$ cat config.mk
export PLATFORM = sky130hd
export DESIGN_NAME = rtpt_ctrl
export DESIGN_NICKNAME = d
export VERILOG_FILES = /design/src/hdl/rtpt_pkg.sv /design/src/hdl/rtpt_ctrl.sv
export SDC_FILE = /design/constraint.sdc
export NUM_CORES = 1
export LEC_CHECK = 0
export ABC_AREA = 1
export BUFFER_PORTS_ARGS = -buffer_cell sky130_fd_sc_hd__buf_2
export CAP_MARGIN = 20
export CORE_ASPECT_RATIO = 0.5
export CORE_MARGIN = 1
export CORE_UTILIZATION = 35
export DETAILED_ROUTE_END_ITERATION = 12
export PLACE_DENSITY = 0.65
export SETUP_SLACK_MARGIN = 0.2
export SYNTH_ARGS = -nofsm -noshare
export SYNTH_HDL_FRONTEND = slang
export SYNTH_SLANG_ARGS = --single-unit
$ cat constraint.sdc
create_clock -name clk_i -period 3.6 [get_ports clk_i]
set_clock_uncertainty 0.2 [all_clocks]
set_input_delay 0.72 -clock clk_i [delete_from_list [all_inputs] [get_ports clk_i]]
set_output_delay 0.72 -clock clk_i [all_outputs]
set_load 0.05 [all_outputs]
$ cat src/hdl/rtpt_pkg.sv
package rtpt_pkg;

  localparam int NODE_COUNT = 64;
  localparam int ENTRIES_PER_NODE = 512;
  localparam int LEVELS = 4;
  localparam int NODE_W = $clog2(NODE_COUNT);
  localparam int IDX_W = $clog2(ENTRIES_PER_NODE);
  localparam int ADDR_W = NODE_W + IDX_W;
  localparam int DEPTH = NODE_COUNT * ENTRIES_PER_NODE;
  localparam int LVL_W = 2;
  localparam int VA_W = 48;
  localparam int PA_W = 64;
  localparam int ENTRY_W = PA_W + 1;
  localparam logic [PA_W-1:0] ABSENT = '1;

  typedef enum logic [1:0] {
    KIND_LOOKUP = 2'd0,
    KIND_INSERT = 2'd1,
    KIND_REMOVE = 2'd2,
    KIND_NONE   = 2'd3
  } kind_e;

  typedef enum logic [2:0] {
    ST_OK       = 3'd0,
    ST_NOTFOUND = 3'd1,
    ST_OVERLAP  = 3'd2,
    ST_MAPPED   = 3'd3,
    ST_NOFREE   = 3'd4
  } status_e;

  typedef enum logic [1:0] {
    A_WALK  = 2'd0,
    A_ALLOC = 2'd1,
    A_CHILD = 2'd2
  } addr_sel_e;

  typedef enum logic [1:0] {
    W_ABSENT = 2'd0,
    W_PA     = 2'd1,
    W_LINK   = 2'd2
  } wr_sel_e;

  typedef struct packed {
    logic      start;
    addr_sel_e addr_sel;
    logic      we;
    wr_sel_e   wsel;
    logic      descend;
    logic      link_descend;
    logic      scan_clr;
    logic      scan_inc;
    logic      alloc_init;
    logic      alloc_inc;
    logic      child_load;
    logic      child_free;
    logic      cache_set;
    logic      cache_clr;
    logic      res_load;
    status_e   res_code;
    logic      res_hit;
    logic      emit;
  } cmd_t;

  typedef struct packed {
    kind_e in_kind;
    kind_e kind;
    logic  absent;
    logic  term;
    logic  link_bad;
    logic  link_zero;
    logic  lvl_zero;
    logic  steps_zero;
    logic  scan_last;
    logic  alloc_used;
    logic  alloc_last;
    logic  out_free;
  } sts_t;

endpackage

$ cat src/hdl/rtpt_ctrl.sv
module rtpt_ctrl import rtpt_pkg::*; (
  input  logic clk_i,
  input  logic rst_ni,
  input  logic in_valid_i,
  output logic in_ready_o,
  input  sts_t sts_i,
  output cmd_t cmd_o
);

  typedef enum logic [11:0] {
    S_INIT = 12'b000000000001,
    S_IDLE = 12'b000000000010,
    S_RD   = 12'b000000000100,
    S_EVAL = 12'b000000001000,
    S_SCAN = 12'b000000010000,
    S_CLR  = 12'b000000100000,
    S_LINK = 12'b000001000000,
    S_ERD  = 12'b000010000000,
    S_EEV  = 12'b000100000000,
    S_WPA  = 12'b001000000000,
    S_WRM  = 12'b010000000000,
    S_RESP = 12'b100000000000
  } state_e;

  state_e state_q, state_d;

  assign in_ready_o = (state_q == S_IDLE);

  // next state and commands
  always_comb begin
    state_d = state_q;
    cmd_o = '0;
    cmd_o.addr_sel = A_WALK;
    cmd_o.wsel = W_ABSENT;
    cmd_o.res_code = ST_OK;
    unique case (state_q)
      S_INIT: begin
        cmd_o.addr_sel = A_ALLOC;
        cmd_o.we = 1'b1;
        cmd_o.scan_inc = 1'b1;
        if (sts_i.scan_last) state_d = S_IDLE;
      end
      S_IDLE: begin
        if (in_valid_i) begin
          cmd_o.start = 1'b1;
          if (sts_i.in_kind == KIND_NONE) begin
            cmd_o.res_load = 1'b1;
            cmd_o.res_code = ST_NOTFOUND;
            state_d = S_RESP;
          end else begin
            state_d = S_RD;
          end
        end
      end
      S_RD: state_d = S_EVAL;
      S_EVAL: begin
        if (sts_i.kind == KIND_INSERT) begin
          if (!sts_i.steps_zero) begin
            if (sts_i.absent) begin
              // clearing sweep of the new node starts at entry zero
              cmd_o.alloc_init = 1'b1;
              cmd_o.scan_clr = 1'b1;
              state_d = S_SCAN;
            end else if (sts_i.term || sts_i.link_bad) begin
              cmd_o.res_load = 1'b1;
              cmd_o.res_code = ST_OVERLAP;
              state_d = S_RESP;
            end else begin
              cmd_o.descend = 1'b1;
              state_d = S_RD;
            end
          end else begin
            cmd_o.cache_clr = 1'b1;
            if (sts_i.absent) begin
              state_d = S_WPA;
            end else if (!sts_i.lvl_zero && !sts_i.term) begin
              if (sts_i.link_bad || sts_i.link_zero) begin
                cmd_o.res_load = 1'b1;
                cmd_o.res_code = ST_OVERLAP;
                state_d = S_RESP;
              end else begin
                cmd_o.child_load = 1'b1;
                cmd_o.scan_clr = 1'b1;
                state_d = S_ERD;
              end
            end else begin
              cmd_o.res_load = 1'b1;
              cmd_o.res_code = ST_MAPPED;
              state_d = S_RESP;
            end
          end
        end else begin
          // lookup and remove walk the same way
          if (sts_i.absent) begin
            cmd_o.res_load = 1'b1;
            cmd_o.res_code = ST_NOTFOUND;
            state_d = S_RESP;
          end else if (sts_i.term) begin
            if (sts_i.kind == KIND_REMOVE) begin
              state_d = S_WRM;
            end else begin
              cmd_o.cache_set = 1'b1;
              cmd_o.res_load = 1'b1;
              cmd_o.res_hit = 1'b1;
              cmd_o.res_code = ST_OK;
              state_d = S_RESP;
            end
          end else if (sts_i.link_bad || sts_i.lvl_zero) begin
            cmd_o.res_load = 1'b1;
            cmd_o.res_code = ST_NOTFOUND;
            state_d = S_RESP;
          end else begin
            cmd_o.descend = 1'b1;
            state_d = S_RD;
          end
        end
      end
      S_SCAN: begin
        if (!sts_i.alloc_used) begin
          state_d = S_CLR;
        end else if (sts_i.alloc_last) begin
          cmd_o.res_load = 1'b1;
          cmd_o.res_code = ST_NOFREE;
          state_d = S_RESP;
        end else begin
          cmd_o.alloc_inc = 1'b1;
        end
      end
      S_CLR: begin
        cmd_o.addr_sel = A_ALLOC;
        cmd_o.we = 1'b1;
        cmd_o.scan_inc = 1'b1;
        if (sts_i.scan_last) state_d = S_LINK;
      end
      S_LINK: begin
        cmd_o.we = 1'b1;
        cmd_o.wsel = W_LINK;
        cmd_o.link_descend = 1'b1;
        state_d = S_RD;
      end
      S_ERD: begin
        cmd_o.addr_sel = A_CHILD;
        state_d = S_EEV;
      end
      S_EEV: begin
        if (!sts_i.absent) begin
          cmd_o.res_load = 1'b1;
          cmd_o.res_code = ST_OVERLAP;
          state_d = S_RESP;
        end else if (sts_i.scan_last) begin
          cmd_o.child_free = 1'b1;
          state_d = S_WPA;
        end else begin
          cmd_o.scan_inc = 1'b1;
          state_d = S_ERD;
        end
      end
      S_WPA: begin
        cmd_o.we = 1'b1;
        cmd_o.wsel = W_PA;
        cmd_o.res_load = 1'b1;
        cmd_o.res_code = ST_OK;
        state_d = S_RESP;
      end
      S_WRM: begin
        cmd_o.we = 1'b1;
        cmd_o.wsel = W_ABSENT;
        cmd_o.res_load = 1'b1;
        cmd_o.res_code = ST_OK;
        state_d = S_RESP;
      end
      S_RESP: begin
        if (sts_i.out_free) begin
          cmd_o.emit = 1'b1;
          state_d = S_IDLE;
        end
      end
      default: state_d = S_INIT;
    endcase
  end

  // state register
  always_ff @(posedge clk_i or negedge rst_ni) begin
    if (!rst_ni) begin
      state_q <= S_INIT;
    end else begin
      state_q <= state_d;
    end
  end

endmodule

# Word level (Yosys, flattened, before mapping)
# Cells that the tools add are included.
# totals
inputBits	17
register_bits	12
# op_classes
reduce_logical	10
mux	87
eq_ne	20
# ops
operator	count
12-bit 2-to-1 mux	19
12-bit one-hot mux with 11 select lines	1
4-bit 2-to-1 mux	15
1-bit 2-to-1 mux	45
4-bit one-hot mux with 5 select lines	1
12-bit by 1-bit == test with 1-bit output, second input constant	1
12-bit by 10-bit == test with 1-bit output, second input constant	1
12-bit by 11-bit == test with 1-bit output, second input constant	1
12-bit == test, second input constant	1
12-bit by 2-bit == test with 1-bit output, second input constant	1
12-bit by 3-bit == test with 1-bit output, second input constant	1
12-bit by 4-bit == test with 1-bit output, second input constant	1
12-bit by 5-bit == test with 1-bit output, second input constant	1
12-bit by 6-bit == test with 1-bit output, second input constant	1
12-bit by 7-bit == test with 1-bit output, second input constant	1
12-bit by 8-bit == test with 1-bit output, second input constant	1
12-bit by 9-bit == test with 1-bit output, second input constant	1
10-bit 2-to-1 mux	1
2-bit != test, second input constant	4
2-bit one-hot mux with 2 select lines	2
5-bit 2-to-1 mux	1
5-bit AND reduction	1
5-bit OR reduction	1
2-bit == test, second input constant	2
other kinds (8)	12

# Depth between registers and ports, before layout
# depth
depth_word	7
depth_mapped	10
mapped_depth_nobuf	10

# Least setup slack after synthesis
# No wires, ideal clock.
# synth_path
path_type	reg-to-output
from	reg state_q[5]
to	out cmd_o[7] (netlist bit)
arrival_ns	2.485
path_stages_with_launch	9
setup_slack_ns	0.195
n_path_buf	1
path_cell_list	dfrtp_1 nor2_4 nand2_4 nor2_8 nand2_4 inv_2 nand2_1 nor3_1 buf_4
# synth_lines
item	line_no	text
from (decl)	rtpt_ctrl.sv:25	state_e state_q, state_d;
from (signal assigned)	rtpt_ctrl.sv:187	state_q <= state_d;
to (decl)	rtpt_ctrl.sv:7	output cmd_t cmd_o

==> results.txt <==
Maximum Capacitance Violations = 0
DR vias = 1196
area share of fa/ha/maj cells after synthesis = 0%
post-synthesis cell count = 176
Post-DRT Antenna Nets = 0
commonest non-fill, non-tap cell in the layout = buf_2
Worst setup EP type = output pin
Final Cycle Share = 77.59%
TNS Setup = 0 ns
maximum vdd drop = 164.9 µV
worst hold slack = 0.1490 ns
Inserted Clock Buffers = 3
CTS HTree Levels = 1
worst reg2reg path depth = 9
DP HPWL = 2.468 mm
Layout Nets = 235
vias per inst = 4.654
Synth Warn # = 0
ratio of cells with drive above 1 in the final layout = 41.47%
initial antenna violation count = 0
DP Area = 1444 µm²
Clock Tree Buf Depth = 2
1st-pass router iterations = 4
Required @ worst endpoint = 2.68 ns
critical path fanouts, max = 6
main combinational cell family by area after synthesis = simple AND/OR/NAND/NOR gates
reg2reg end = state_q[11]
post-synthesis sequential area ratio = 25.00%
Port Buffers = 39
most frequent cells in the layout = 39 x buf_2, 31 x nand2_1, 29 x nor2_1, 22 x inv_1, 12 x nand3_1
worst min path class = input pin to async pin
total core area = 3136 µm²
mux cell area share after synthesis = 0%
Mapped Nets = 193
# resized after CTS = 0
Die W = 85.02 µm
Reg area = 301.5 µm²
complex-gate fraction of the synthesized area = 6.846%
worst r2r src = state_q[0]
Site Rows = 14
GP Congestion = 0.8852
Antenna Cells = 0
post-synthesis xor/xnor area fraction = 0%
grt total ovfl = 0
drc violations = 0
Biggest register = state_q
Initial Utilization = 38.47%
Met1 Wirelength = 1.355 mm
Critical Path Source = sts_i[11]
leakage = 0.0008556 µW
crit path cell chain = buf_2, nor2_1, inv_1, nand3_1, o21ai_1, nor2_1, nor2_1, nand2_1, buf_2
Final Max Slew Viols = 0
Synth Cell Area = 1206 µm²
cts hold-fix bufs = 0
biggest regs = state_q x12
synth-to-layout area growth = 23.44%
first-pass GRT wire length = 4.616 mm
Clk pin slew, worst setup/hold paths = 0.05 ns
Worst Path Arrival = 1.87 ns
met3 WL = 166 µm
Initial DRC Count = 75
number of flip-flops under the largest register name = 12
measured slew at the worst slew-check pin = 0.4366 ns
worst setup path class = input pin to output pin
Yosys reg bits = 12
top sig layer = met4
setup violators final = 0
relative slew slack = 70.62%
Power Dens Cells = 499.0 nW/µm²
Die ar. = 3699 µm²
post-route cell area = 1489 µm²
Filler Cell Count = 332
slowest cell on the critical path = buf_2
RSZ-0062 raised after global routing = false
CTS tree = built
simple-gate share of the synthesized area = 57.57%
status = completed
worst path bufs/invs = 3
CP startpoint kind = input pin
CP max stage delay = 0.25 ns
Tmin final = 2.793 ns
# clock sinks = 12
Final Hold Vio Count = 0
pin count of the biggest net entering global routing = 13
number of I/O pins = 40
area of the multi-input gates = 782.0 µm²
Clk Latency, worst-skew pair = 0.24 ns
routed wire length per instance = 10.95 µm
height of the die = 43.51 µm
Setup Buffers After CTS = 0
Worst path most repeated cell = nor2_1
Yosys cell types = 30
metal2 WL = 1.271 mm
Mapped Avg Cell Area = 6.853 µm²
fin util = 47.49%
reg2reg setup slack = 1.93 ns
family with the most delay on the worst path = simple AND/OR/NAND/NOR gates
FMAX = 358.0 MHz
clock root buffer = clkbuf_8
gr usage total = 16.25%
vias in the first global route = 1075
Routed Wire Length = 2.813 mm
## worst register-to-register path, cell delays in order (launching register included)
cell and delay (ns):
dfstp_2 0.56, nor2_2 0.06, nand2_4 0.11, inv_2 0.05, nand2_1 0.09, nor2_1 0.06, nor2_1 0.12, o21ai_1 0.08
nor2_1 0.14, nand3_1 0.09
## worst max path at each step
stage               end  slack [ns]  depth (start not counted)
2_1_floorplan  cmd_o[6]        0.50                          4
3_3_place_gp   cmd_o[5]        0.82                          9
3_5_place_dp   cmd_o[5]        0.80                          9
4_1_cts        cmd_o[5]        0.80                          9
5_1_grt        cmd_o[5]        0.66                          9
6_report       cmd_o[5]        0.81                          9
## final cells by class
type	count	share of cell area, %
clock buffers	4	3.025
inverters	30	7.731
multi-input cells	132	52.52
flip-flops and latches	12	20.25
well taps	40	3.361
repair buffers	39	13.11
## cell families (layout without fill, tap and decap cells)
group,Yosys count,count (layout)
flip-flops,12,12
AO/OA/AOI/OAI,13,13
AND/OR/NAND/NOR,119,119
buffers and inverters,32,73
## stage by stage
stage	power, µW	instances	worst slack [ns]
2_1_floorplan	531.0	176	0.4992
3_3_place_gp	620.6	253	0.8172
3_5_place_dp	622.3	253	0.8023
4_1_cts	749.7	257	0.7987
5_1_grt	794.2	257	0.6598
6_report	743.0	257	0.8066
## per-layer routing
layer / vias up / GRT usage, %
met1: 521 / 22.42
met2: 34 / 26.13
met3: 4 / 3.810
met4: 0 / 4.068
met5: - / 0
li1: 637 / -
## cell usage after synthesis
| library cell | count | area [µm²] |
|---|---|---|
| nand2_1 | 31 | 116.4 |
| nor2_1 | 29 | 108.9 |
| inv_1 | 22 | 82.58 |
| nand3_1 | 12 | 60.06 |
| dfrtp_1 | 11 | 275.3 |
| nand2_2 | 10 | 62.56 |
| inv_2 | 7 | 26.28 |
| nor3_1 | 7 | 35.03 |
| nand2_4 | 6 | 67.56 |
| nor2_4 | 6 | 67.56 |
| o21ai_1 | 6 | 30.03 |
| nor2_2 | 4 | 25.02 |
| nand4_1 | 3 | 18.77 |
| nor3_2 | 3 | 30.03 |
| nand3_2 | 2 | 20.02 |
| nor2_8 | 2 | 40.04 |
| o21ai_2 | 2 | 17.52 |
| a21oi_1 | 1 | 5.000 |
| buf_2 | 1 | 5.000 |
| buf_4 | 1 | 7.510 |
| dfstp_2 | 1 | 26.28 |
| inv_4 | 1 | 6.260 |
| nand3b_1 | 1 | 7.510 |
| nand4_2 | 1 | 12.51 |
| nor3_4 | 1 | 16.27 |
| nor4_1 | 1 | 6.260 |
| o21ai_0 | 1 | 5.000 |
| o21bai_1 | 1 | 7.510 |
| o21bai_2 | 1 | 11.26 |
| o22ai_1 | 1 | 6.260 |
## power by group
part	leakage, µW	total (µW)	switching [µW]	internal [µW]
logic	0.000670	451	332	120
clock network	0.0000228	122	44.3	77.6
registers	0.000163	170	15.2	155
total	0.000856	743	391	352
No activity file was read; power rests on OpenSTA's default activity.
